### src/sv/tfst_pkg.sv
`timescale 1ns / 1ps
// ----------------------------------------------------------------------------
// tfst_pkg
// Shared types and constants for the tcp flow sequence tracker.
// ----------------------------------------------------------------------------
package tfst_pkg;

  localparam int ETH_HEADER_BYTES_DEF = 14;

  // field offsets from the start of the ip header
  localparam int IP_TOT_LEN_HI_OFS = 2;
  localparam int IP_TOT_LEN_LO_OFS = 3;
  localparam int IP_PROTO_OFS      = 9;
  localparam int IP_SRC_FIRST_OFS  = 12;
  localparam int IP_SRC_LAST_OFS   = 15;

  // field offsets from the start of the tcp header
  localparam logic [15:0] TCP_SEQ_FIRST_OFS = 16'd4;
  localparam logic [15:0] TCP_SEQ_LAST_OFS  = 16'd7;
  localparam logic [15:0] TCP_ACK_FIRST_OFS = 16'd8;
  localparam logic [15:0] TCP_ACK_LAST_OFS  = 16'd11;
  localparam logic [15:0] TCP_DOFF_OFS      = 16'd12;
  localparam logic [15:0] TCP_FLAGS_OFS     = 16'd13;

  localparam logic [7:0] ETYPE_IPV4_HI = 8'h08;
  localparam logic [7:0] ETYPE_IPV4_LO = 8'h00;
  localparam logic [7:0] IP_PROTO_TCP  = 8'h06;

  localparam logic [15:0] POS_MAX = 16'hFFFF;

  // per-frame summary handed from the parser to the result stage
  typedef struct packed {
    logic        matched;
    logic [3:0]  ip_header_words;
    logic [3:0]  tcp_header_words;
    logic [15:0] ip_total_length;
    logic [31:0] raw_seq;
    logic [31:0] raw_ack;
    logic        syn_fin;
  } tfst_summary_t;

endpackage

### src/sv/tcp_flow_seq_tracker_core.sv
`timescale 1ns / 1ps
// ----------------------------------------------------------------------------
// tcp_flow_seq_tracker_core
// Ethernet/IPv4/TCP header tracker with next-sequence computation.
// ----------------------------------------------------------------------------
// Frame bytes enter one per cycle in wire order while in_stall is low, the
// final byte of each frame marked by in_last_byte. Each byte passes an
// input register, then the parser, which matches its position against the
// header field offsets. No result appears for ordinary bytes; the last byte
// of a frame yields exactly one result item, which passes the input register,
// the frame summary register and the output register in that order, and the chain
// keeps taking one byte per cycle as long as the output side is not stalled.
// A result has out_matched set only for an IPv4 TCP frame from the configured
// source address that reached the TCP flags byte; otherwise the other result
// fields are zero. cfg_wr_data is written on cfg_wr_en and must only change
// while no frame is in flight.
// ----------------------------------------------------------------------------
module tcp_flow_seq_tracker_core #(
  parameter int ETH_HEADER_BYTES = tfst_pkg::ETH_HEADER_BYTES_DEF
) (
  input  logic        clk,
  input  logic        rst_n,
  input  logic        cfg_wr_en,
  input  logic [31:0] cfg_wr_data,
  input  logic        in_valid,
  output logic        in_stall,
  input  logic [7:0]  in_data_byte,
  input  logic        in_last_byte,
  output logic        out_valid,
  input  logic        out_stall,
  output logic        out_matched,
  output logic [31:0] out_next_seq,
  output logic [31:0] out_ack_number,
  output logic [15:0] out_payload_bytes,
  output logic        out_syn_or_fin
);

  logic [31:0] victim_ip_r;
  logic        in_valid_r, in_valid_nxt;
  logic [7:0]  in_byte_r;
  logic        in_last_r;

  logic        accept;
  logic        parse_ready;
  logic        parse_fire;
  logic        sum_valid;
  logic        sum_ready;
  tfst_pkg::tfst_summary_t sum;

  assign parse_fire = in_valid_r && parse_ready;
  assign in_stall   = in_valid_r && !parse_ready;
  assign accept     = in_valid && !in_stall;

  always_comb begin
    in_valid_nxt = in_valid_r;
    if (accept) begin
      in_valid_nxt = 1'b1;
    end else if (parse_fire) begin
      in_valid_nxt = 1'b0;
    end
  end

  always_ff @(posedge clk) begin
    if (!rst_n) begin
      victim_ip_r <= '0;
      in_valid_r  <= 1'b0;
    end else begin
      in_valid_r <= in_valid_nxt;
      if (cfg_wr_en) victim_ip_r <= cfg_wr_data;
    end
  end

  always_ff @(posedge clk) begin
    if (accept) begin
      in_byte_r <= in_data_byte;
      in_last_r <= in_last_byte;
    end
  end

  tfst_parse #(
    .ETH_HEADER_BYTES(ETH_HEADER_BYTES)
  ) u_parse (
    .clk        (clk),
    .rst_n      (rst_n),
    .victim_ip  (victim_ip_r),
    .item_valid (in_valid_r),
    .item_byte  (in_byte_r),
    .item_last  (in_last_r),
    .item_ready (parse_ready),
    .sum_valid  (sum_valid),
    .sum        (sum),
    .sum_ready  (sum_ready)
  );

  tfst_result u_result (
    .clk               (clk),
    .rst_n             (rst_n),
    .sum_valid         (sum_valid),
    .sum               (sum),
    .sum_ready         (sum_ready),
    .out_valid         (out_valid),
    .out_stall         (out_stall),
    .out_matched       (out_matched),
    .out_next_seq      (out_next_seq),
    .out_ack_number    (out_ack_number),
    .out_payload_bytes (out_payload_bytes),
    .out_syn_or_fin    (out_syn_or_fin)
  );

endmodule

### src/sv/tfst_parse.sv
`timescale 1ns / 1ps
// ----------------------------------------------------------------------------
// tfst_parse
// Byte-position header field capture; emits a frame summary on the last byte.
// ----------------------------------------------------------------------------
module tfst_parse #(
  parameter int ETH_HEADER_BYTES = tfst_pkg::ETH_HEADER_BYTES_DEF
) (
  input  logic                   clk,
  input  logic                   rst_n,
  input  logic [31:0]            victim_ip,
  input  logic                   item_valid,
  input  logic [7:0]             item_byte,
  input  logic                   item_last,
  output logic                   item_ready,
  output logic                   sum_valid,
  output tfst_pkg::tfst_summary_t sum,
  input  logic                   sum_ready
);

  localparam logic [15:0] IP0        = 16'(ETH_HEADER_BYTES);
  localparam logic [15:0] ETYPE_HI_P = 16'(ETH_HEADER_BYTES - 2);
  localparam logic [15:0] ETYPE_LO_P = 16'(ETH_HEADER_BYTES - 1);
  localparam logic [15:0] TLEN_HI_P  = 16'(ETH_HEADER_BYTES + tfst_pkg::IP_TOT_LEN_HI_OFS);
  localparam logic [15:0] TLEN_LO_P  = 16'(ETH_HEADER_BYTES + tfst_pkg::IP_TOT_LEN_LO_OFS);
  localparam logic [15:0] PROTO_P    = 16'(ETH_HEADER_BYTES + tfst_pkg::IP_PROTO_OFS);
  localparam logic [15:0] SRC_FIRST_P = 16'(ETH_HEADER_BYTES + tfst_pkg::IP_SRC_FIRST_OFS);
  localparam logic [15:0] SRC_LAST_P  = 16'(ETH_HEADER_BYTES + tfst_pkg::IP_SRC_LAST_OFS);

  logic [15:0] pos_r, pos_nxt;
  logic        ether_ok_r, ether_ok_nxt;
  logic        proto_ok_r, proto_ok_nxt;
  logic        src_match_r, src_match_nxt;
  logic [3:0]  ihl_r, ihl_nxt;
  logic [15:0] tot_len_r, tot_len_nxt;
  logic [3:0]  tcp_words_r, tcp_words_nxt;
  logic        syn_fin_r, syn_fin_nxt;
  logic        tcp_done_r, tcp_done_nxt;
  logic [31:0] seq_r, seq_nxt;
  logic [31:0] ack_r, ack_nxt;

  logic        sum_valid_r, sum_valid_nxt;
  tfst_pkg::tfst_summary_t sum_r;

  logic        fire;
  logic [1:0]  src_idx;
  logic [7:0]  src_byte;
  logic [15:0] t0;
  logic [15:0] tidx;
  logic        in_tcp;
  logic        matched;

  assign item_ready = !item_last || !sum_valid_r || sum_ready;
  assign fire       = item_valid && item_ready;

  always_comb begin
    ether_ok_nxt  = ether_ok_r;
    proto_ok_nxt  = proto_ok_r;
    src_match_nxt = src_match_r;
    ihl_nxt       = ihl_r;
    tot_len_nxt   = tot_len_r;
    tcp_words_nxt = tcp_words_r;
    syn_fin_nxt   = syn_fin_r;
    tcp_done_nxt  = tcp_done_r;
    seq_nxt       = seq_r;
    ack_nxt       = ack_r;

    if (pos_r == ETYPE_HI_P) ether_ok_nxt = (item_byte == tfst_pkg::ETYPE_IPV4_HI);
    if (pos_r == ETYPE_LO_P) ether_ok_nxt = ether_ok_r && (item_byte == tfst_pkg::ETYPE_IPV4_LO);
    if (pos_r == IP0) ihl_nxt = item_byte[3:0];
    if (pos_r == TLEN_HI_P) tot_len_nxt = {item_byte, 8'h00};
    if (pos_r == TLEN_LO_P) tot_len_nxt = {tot_len_r[15:8], item_byte};
    if (pos_r == PROTO_P) proto_ok_nxt = ether_ok_r && (item_byte == tfst_pkg::IP_PROTO_TCP);

    // source address arrives msb first
    src_idx  = 2'(pos_r - SRC_FIRST_P);
    src_byte = 8'(victim_ip >> {~src_idx, 3'b000});
    if (pos_r >= SRC_FIRST_P && pos_r <= SRC_LAST_P) begin
      if (src_idx == 2'd0) begin
        src_match_nxt = (src_byte == item_byte);
      end else begin
        src_match_nxt = src_match_r && (src_byte == item_byte);
      end
    end

    // ihl only changes at the ip header start, where no tcp field can fall
    t0     = IP0 + {10'd0, ihl_r, 2'b00};
    tidx   = pos_r - t0;
    in_tcp = (pos_r >= t0);
    if (in_tcp && tidx >= tfst_pkg::TCP_SEQ_FIRST_OFS && tidx <= tfst_pkg::TCP_SEQ_LAST_OFS) begin
      seq_nxt = {seq_r[23:0], item_byte};
    end
    if (in_tcp && tidx >= tfst_pkg::TCP_ACK_FIRST_OFS && tidx <= tfst_pkg::TCP_ACK_LAST_OFS) begin
      ack_nxt = {ack_r[23:0], item_byte};
    end
    if (in_tcp && tidx == tfst_pkg::TCP_DOFF_OFS) tcp_words_nxt = item_byte[7:4];
    if (in_tcp && tidx == tfst_pkg::TCP_FLAGS_OFS) begin
      syn_fin_nxt  = (item_byte[1:0] != 2'b00);
      tcp_done_nxt = 1'b1;
    end

    pos_nxt = (pos_r == tfst_pkg::POS_MAX) ? pos_r : pos_r + 16'd1;

    matched = ether_ok_nxt && proto_ok_nxt && src_match_nxt && tcp_done_nxt &&
              (pos_r >= SRC_LAST_P);
  end

  always_comb begin
    sum_valid_nxt = sum_valid_r;
    if (sum_valid_r && sum_ready) sum_valid_nxt = 1'b0;
    if (fire && item_last) sum_valid_nxt = 1'b1;
  end

  always_ff @(posedge clk) begin
    if (!rst_n) begin
      pos_r       <= '0;
      ether_ok_r  <= 1'b0;
      proto_ok_r  <= 1'b0;
      src_match_r <= 1'b0;
      ihl_r       <= '0;
      tot_len_r   <= '0;
      tcp_words_r <= '0;
      syn_fin_r   <= 1'b0;
      tcp_done_r  <= 1'b0;
      seq_r       <= '0;
      ack_r       <= '0;
      sum_valid_r <= 1'b0;
    end else begin
      sum_valid_r <= sum_valid_nxt;
      if (fire && item_last) begin
        pos_r       <= '0;
        ether_ok_r  <= 1'b0;
        proto_ok_r  <= 1'b0;
        src_match_r <= 1'b0;
        ihl_r       <= '0;
        tot_len_r   <= '0;
        tcp_words_r <= '0;
        syn_fin_r   <= 1'b0;
        tcp_done_r  <= 1'b0;
        seq_r       <= '0;
        ack_r       <= '0;
      end else if (fire) begin
        pos_r       <= pos_nxt;
        ether_ok_r  <= ether_ok_nxt;
        proto_ok_r  <= proto_ok_nxt;
        src_match_r <= src_match_nxt;
        ihl_r       <= ihl_nxt;
        tot_len_r   <= tot_len_nxt;
        tcp_words_r <= tcp_words_nxt;
        syn_fin_r   <= syn_fin_nxt;
        tcp_done_r  <= tcp_done_nxt;
        seq_r       <= seq_nxt;
        ack_r       <= ack_nxt;
      end
    end
  end

  always_ff @(posedge clk) begin
    if (fire && item_last) begin
      sum_r.matched          <= matched;
      sum_r.ip_header_words  <= ihl_nxt;
      sum_r.tcp_header_words <= tcp_words_nxt;
      sum_r.ip_total_length  <= tot_len_nxt;
      sum_r.raw_seq          <= seq_nxt;
      sum_r.raw_ack          <= ack_nxt;
      sum_r.syn_fin          <= syn_fin_nxt;
    end
  end

  assign sum_valid = sum_valid_r;
  assign sum       = sum_r;

endmodule

### src/sv/tfst_result.sv
`timescale 1ns / 1ps
// ----------------------------------------------------------------------------
// tfst_result
// Payload length and next sequence number, held in the output register.
// ----------------------------------------------------------------------------
module tfst_result (
  input  logic                    clk,
  input  logic                    rst_n,
  input  logic                    sum_valid,
  input  tfst_pkg::tfst_summary_t sum,
  output logic                    sum_ready,
  output logic                    out_valid,
  input  logic                    out_stall,
  output logic                    out_matched,
  output logic [31:0]             out_next_seq,
  output logic [31:0]             out_ack_number,
  output logic [15:0]             out_payload_bytes,
  output logic                    out_syn_or_fin
);

  logic        out_valid_r, out_valid_nxt;
  logic        matched_r;
  logic [31:0] next_seq_r;
  logic [31:0] ack_r;
  logic [15:0] payload_r;
  logic        syn_fin_r;

  logic        load;
  logic [6:0]  hdrs;
  logic [15:0] pay;
  logic [31:0] nxt;

  assign sum_ready = !out_valid_r || !out_stall;
  assign load      = sum_valid && sum_ready;

  always_comb begin
    hdrs = {1'b0, sum.ip_header_words, 2'b00} + {1'b0, sum.tcp_header_words, 2'b00};
    // floored at zero when the headers run past the ip total length
    pay  = (sum.ip_total_length >= {9'd0, hdrs}) ?
           (sum.ip_total_length - {9'd0, hdrs}) : 16'd0;
    nxt  = sum.raw_seq + {16'd0, pay} + {31'd0, sum.syn_fin};
  end

  always_comb begin
    out_valid_nxt = out_valid_r;
    if (load) begin
      out_valid_nxt = 1'b1;
    end else if (!out_stall) begin
      out_valid_nxt = 1'b0;
    end
  end

  always_ff @(posedge clk) begin
    if (!rst_n) begin
      out_valid_r <= 1'b0;
    end else begin
      out_valid_r <= out_valid_nxt;
    end
  end

  always_ff @(posedge clk) begin
    if (load) begin
      matched_r  <= sum.matched;
      next_seq_r <= sum.matched ? nxt : 32'd0;
      ack_r      <= sum.matched ? sum.raw_ack : 32'd0;
      payload_r  <= sum.matched ? pay : 16'd0;
      syn_fin_r  <= sum.matched && sum.syn_fin;
    end
  end

  assign out_valid         = out_valid_r;
  assign out_matched       = matched_r;
  assign out_next_seq      = next_seq_r;
  assign out_ack_number    = ack_r;
  assign out_payload_bytes = payload_r;
  assign out_syn_or_fin    = syn_fin_r;

endmodule
### config.mk
export PLATFORM = sky130hd
export DESIGN_NAME = tcp_flow_seq_tracker_core
export DESIGN_NICKNAME = d
export VERILOG_FILES = /design/src/sv/tfst_pkg.sv /design/src/sv/tcp_flow_seq_tracker_core.sv /design/src/sv/tfst_parse.sv /design/src/sv/tfst_result.sv
export SDC_FILE = /design/constraint.sdc
export NUM_CORES = 1
export LEC_CHECK = 0
export BUFFER_PORTS_ARGS = -buffer_cell sky130_fd_sc_hd__buf_2
export CAP_MARGIN = 20
export CORE_UTILIZATION = 47
export CTS_CLUSTER_DIAMETER = 80
export DETAILED_ROUTE_END_ITERATION = 8
export PLACE_DENSITY = 0.68
export RECOVER_POWER = 25
export SETUP_SLACK_MARGIN = 0.1
export SYNTH_ARGS = -nofsm -noshare
export SYNTH_HDL_FRONTEND = slang
export SYNTH_SLANG_ARGS = --single-unit
### constraint.sdc
create_clock -name clk -period 7 [get_ports clk]
set_clock_uncertainty 0.1 [all_clocks]
set_input_delay 0.35 -clock clk [delete_from_list [all_inputs] [get_ports clk]]
set_output_delay 0.35 -clock clk [all_outputs]
set_load 0.05 [all_outputs]
## Yosys cells after proc, flatten, opt, wreduce, memory -nomap -nowiden

Cells that the tools add are included.

- Flip-flop bits (word level): 325
- Output and inout port bits: 84
- Bits of input ports: 46

- $lt $le $gt $ge: 9
- Multiplexer cells: 20
- Reductions and logical operators: 36
- Add/sub/neg operators: 8
- Equality and inequality tests: 13
- Bitwise operators: 3
- Shift operators: 1

Operator list:

| operator | count |
|---|---|
| equality test 16 x 4 -> 1 bit (second input constant) | 5 |
| two-way mux 32 bit | 2 |
| equality test 16 x 5 -> 1 bit (second input constant) | 3 |
| two-way mux 16 bit | 3 |
| adder 32 x 1 -> 32 bit | 1 |
| adder 32 x 16 -> 32 bit | 1 |
| >= comparator 16 x 5 -> 1 bit (second input constant) | 2 |
| >= comparator 16 x 7 -> 1 bit | 2 |
| >> shifter 32 x 5 -> 8 bit | 1 |
| subtractor 16 x 7 -> 16 bit | 2 |
| logical AND 1 bit | 20 |
| adder 16 x 1 -> 16 bit (second input constant) | 1 |
| equality test 16 bit (second input constant) | 1 |
| >= comparator 16 x 3 -> 1 bit (second input constant) | 1 |
| >= comparator 16 x 4 -> 1 bit (second input constant) | 1 |
| less-or-equal comparator 16 x 3 -> 1 bit (second input constant) | 1 |
| less-or-equal comparator 16 x 4 -> 1 bit (second input constant) | 1 |
| less-or-equal comparator 16 x 5 -> 1 bit (second input constant) | 1 |
| two-way mux 1 bit | 13 |
| equality test 8 x 3 -> 1 bit (second input constant) | 1 |
| equality test 8 x 4 -> 1 bit (second input constant) | 1 |
| equality test 8 bit | 1 |
| zero test 8 bit | 1 |
| two-way mux 4 bit | 2 |
| 12 further kinds | 22 |

## Depth between registers and ports, before layout

- Depth in word-level cells: 10
- Mapped depth: 21
- Mapped depth without buffers: 19

## Cells and area by module

A second synthesis with hierarchy kept.

- Cell total of the unflattened synthesis: 1314
- Area, all modules: 15446.1 um^2

By module, submodules not included:

| module | seq. area each (um^2) | instances | cells an instance | area an instance (um^2) |
|---|---|---|---|---|
| tfst_parse | 4904.7 | 1 | 775 | 9168.8 |
| tfst_result | 2482.4 | 1 | 423 | 4723.3 |
| tcp_flow_seq_tracker_core | 930.9 | 1 | 116 | 1554.0 |

## Least setup slack after synthesis

Ideal clock, no wire load.

- Path kind: reg-to-reg
- From: register u_result.out_valid_r, in the netlist u_result.out_valid
- To: register u_result.ack_r[0], in the netlist u_result.out_ack_number[0], enable pin
- Data required time: 6.253 ns
- Slack: -0.217 ns
- Period minus slack after synthesis: 7.217 ns
- Data arrival time: 6.470 ns
- Stages on the path, launching flop included: 2
- Cells stage by stage: dfxtp_1 a21boi_0

- Longest elaborated chain between the ends: 3

Ends and longest elaborated chain:

| what | line | text |
|---|---|---|
| start: declaration | tfst_result.sv:21 | `logic out_valid_r, out_valid_nxt;` |
| start signal: assignment | tfst_result.sv:57 | `out_valid_r <= out_valid_nxt;` |
| zero test 1 bit | tfst_result.sv:33 | `assign sum_ready = !out_valid_r \|\| !out_stall;` |
| logical OR 1 bit | tfst_result.sv:33 |  |
| logical AND 1 bit | tfst_result.sv:34 | `assign load = sum_valid && sum_ready;` |
| via u_result.load | tfst_result.sv:28 | `logic load;` |
| end signal: assignment | tfst_result.sv:65 | `ack_r <= sum.matched ? sum.raw_ack : 32'd0;` |
| end: declaration | tfst_result.sv:24 | `logic [31:0] ack_r;` |

The timed path passes the listed nets, and every way through them passes these cells.
A chain may end at the register's enable or synchronous reset.

## Worst setup path after layout

- From: register u_parse.sum_r, in the netlist u_parse.sum[81]
- To: register u_result.next_seq_r[28], in the netlist u_result.out_next_seq[28], data pin

- Longest elaborated chain between the ends: 5

Ends and longest elaborated chain:

| what | line | text |
|---|---|---|
| start: declaration | tfst_parse.sv:43 | `tfst_pkg::tfst_summary_t sum_r;` |
| adder 6 x 6 -> 7 bit | tfst_result.sv:37 | `hdrs = {1'b0, sum.ip_header_words, 2'b00} + {1'b0, sum.tcp_header_words, 2'b00};` |
| >= comparator 16 x 7 -> 1 bit | tfst_result.sv:39 | `pay = (sum.ip_total_length >= {9'd0, hdrs}) ?` |
| two-way mux 16 bit | tfst_result.sv:39 |  |
| via u_result.pay[0] | tfst_result.sv:30 | `logic [15:0] pay;` |
| adder 32 x 16 -> 32 bit | tfst_result.sv:41 | `nxt = sum.raw_seq + {16'd0, pay} + {31'd0, sum.syn_fin};` |
| adder 32 x 1 -> 32 bit | tfst_result.sv:41 |  |
| end signal: assignment | tfst_result.sv:64 | `next_seq_r <= sum.matched ? nxt : 32'd0;` |
| end: declaration | tfst_result.sv:23 | `logic [31:0] next_seq_r;` |

The timed path passes the listed nets, and every way through them passes these cells.

==> results by group <==
Global routing
  – First-pass GRT wire length: 50600 um
  – Largest net degree at the start of global routing: 80
  – GRT overflow: 0
  – Initial antenna violation count: 0
  – Vias in the first global route: 9706
  – Global Route Usage Sum: 19.2%

STA
  – TNS Setup: 0 ns
  – Worst hold margin: 0.0146 ns
  – Crit share post-route: 81.5%
  – Max Slew Vio Count: 96
  – RSZ-0062 raised after global routing: no
  – Actual slew at the worst max-slew pin: 2.32 ns
  – # setup viols final: 0
  – Slew headroom: -54.9%
  – Hold Violations, Final: 0
  – Setup ws final: 1.30 ns
  – Period minus WS final: 5.70 ns
  – Fmax: 0.175 GHz

Placed design
  – IO buf count: 129
  – DP Area: 16100 um^2
  – Placed Instances: 1738
  – DP HPWL: 20800 um
  – Final GP Congestion: 0.857
  – Pre-CTS WS: 1.39 ns

Critical path
  – Register-to-register setup slack: 1.30 ns
  – Worst setup EP type: flip-flop
  – Crit path kind: reg -> reg
  – Crit path required time: 7.26 ns
  – Startpoint Class: flip-flop
  – CP max FO: 20
  – WP data arrival: 5.96 ns

Routing
  – DR vias: 9880
  – DR iter-0 viols: 609
  – Detailed Route WL: 31400 um
  – DR WL/cell: 17.0 um
  – ANT nets after route: 0
  – DRC: 0
  – First-pass DRT Iterations: 5
  – Avg Vias per Cell: 5.36

Synthesis
  – Synthesized Nets: 1354
  – Top-area cell type share of the netlist area: 35.7%
  – Post-synth EDFFs: 181
  – Register area share after synthesis: 54.6%
  – Synthesized flop and latch total: 325
  – Synthesized area per cell: 12.0 um^2
  – Post-synthesis cell count: 1269
  – Mapped Area: 15200 um^2
  – Main synth FF type: edfxtp_1
  – Yosys cell types: 59
  – Count leader, synth: edfxtp_1
  – Asr flop ratio synth: 0%
  – Synth Warn #: 0
  – Largest cells by area after synthesis: edfxtp_1 36%, dfxtp_1 19%, mux2i_1 6.9%
  – Top post-synthesis cells by count: 181 x edfxtp_1, 144 x dfxtp_1, 126 x nand2_1
  – Area leader, netlist: edfxtp_1

Pwr
  – Worst VDD drop: 161 uV
  – Leakage: 6.77 nW
  – Pwr/cell area: 241 nW/um^2
  – Final Total Pwr: 4.25 mW

Clocking
  – TritonCTS clock tree: done
  – Number of setup buffers added after CTS: 0
  – Clock transition at the registers of the reported paths: 0.07 ns
  – Clock latency on the worst-skew pair: 0.52 ns
  – Total CTS buffers: 36
  – Max H-tree Level: 2
  – Clock Tree Root: clkbuf_16
  – CTS Buffer Depth: 3
  – CTS resizes: 0
  – CTS sink cnt: 325

Floorplan
  – Core box area: 31700 um^2
  – Die Ht: 182 um
  – Rows: 65
  – Initial Util: 48.0%
  – Io pins: 130
  – Die Width: 182 um
  – Die area: 33100 um^2

Cells and area
  – Layout net count: 1498
  – Share of layout cells above drive strength 1: 18.2%
  – Ant diodes: 0
  – Area Overhead vs Synth: 15.9%
  – Post-route cell area: 17700 um^2
  – Layout Utilization: 55.6%
  – # fillers: 2688
  – Reg area: 8320 um^2
  – Final non-filler cell total: 1843
  – Multi-input logic area: 6420 um^2

Flow run
  – MaxCap Viol Count: 3

Outcome
  – Violated checks: max-capacitance violations, max-slew violations
  – Outcome: finished with violations

Worst hold path
  – Hold Crit Class: in -> reg
-- report_power, final --
| group | switching (mW) | total (mW) | internal, mW | leakage (nW) |
|---|---|---|---|---|
| clock network | 0.760 | 1.97 | 1.21 | 0.614 |
| registers | 0.0370 | 2.07 | 2.04 | 2.96 |
| logic | 0.132 | 0.211 | 0.0792 | 3.20 |
| total | 0.929 | 4.25 | 3.33 | 6.77 |
-- critical path, stage by stage, from the launching register on --
cell and delay (ns):
edfxtp_1 0.37, ha_1 0.24, fa_1 0.42, a21o_1 0.17, a21oi_1 0.16, ha_1 0.18
inv_1 0.10, o41ai_1 0.57, nor2_1 0.11, buf_4 0.22, nor2b_1 0.17, fa_1 0.25
fa_1 0.25, a211oi_1 0.11, o21ai_0 0.35, a211oi_1 0.19, o31ai_1 0.68, nand2_1 0.30
or3_1 0.42, a21oi_1 0.17
-- routing by layer --
metal / track usage (%) / vias to the layer above / part of all wire (%)
li1: - / 4878 / -
met1: 25.4 / 4703 / 46
met2: 31.6 / 227 / 46
met3: 3.39 / 72 / 4.7
met4: 6.86 / 0 / 3.2
met5: 0 / - / 0
-- final timing paths --
| kind | cells after the start | endpoint | startpoint |
|---|---|---|---|
| worst max-delay path | 19 | u_result.out_next_seq[28] | u_parse.sum[81] |
| worst min-delay path | 3 | victim_ip_r[3] | cfg_wr_data[3] |
| worst max register to register | 19 | u_result.out_next_seq[28] | u_parse.sum[81] |
| worst min register to register | 2 | u_parse.tot_len_r[15] | u_parse.tot_len_r[15] |
-- cell type report --
class	instances	area share [%]
flip-flops and latches	325	47.1
multi-input cells	850	36.4
clock buffers	52	6.22
repair buffers	177	6.00
well taps	402	2.85
clock inverters	14	0.936
inverters	23	0.489
-- repair_timing --
item	CTS	global route
endpoints found under the setup margin	0	0
endpoints found under the hold margin	39	0
hold buffers	39	0
-- registers in the layout, summed over array words and instances (netlist names), 4 cells and up --
register                    flops
u_parse.sum                    90
u_parse.ack_r                  32
u_parse.seq_r                  32
u_result.out_ack_number        32
u_result.out_next_seq          32
victim_ip_r                    32
u_parse.pos_r                  16
u_parse.tot_len_r              16
u_result.out_payload_bytes     16
in_byte_r                       8
u_parse.ihl_r                   4
u_parse.tcp_words_r             4
-- cell families after synthesis --
group                    share of synthesized area (%)
AO/OA/AOI/OAI                                     6.59
XOR/XNOR                                          2.82
adder cells (fa/ha/maj)                           3.45
buffers and inverters                             3.30
flip-flops                                        54.6
multiplexers                                      15.6
AND/OR/NAND/NOR                                   13.6
-- layout by cell type (no fill, tap or decap), types with 30 or more instances in the layout --
cell           count
clkbuf_1          42
a21oi_1           44
dfxtp_1          144
mux2_4            61
edfxtp_1         181
nand2_1          126
buf_2             96
nor2b_1           38
nor2_1            81
nand3_1           30
clkbuf_16         41
mux2i_1          105
dlygate4sd3_1     39
ha_1              34
Note: power is estimated with default switching activity, not from simulation.
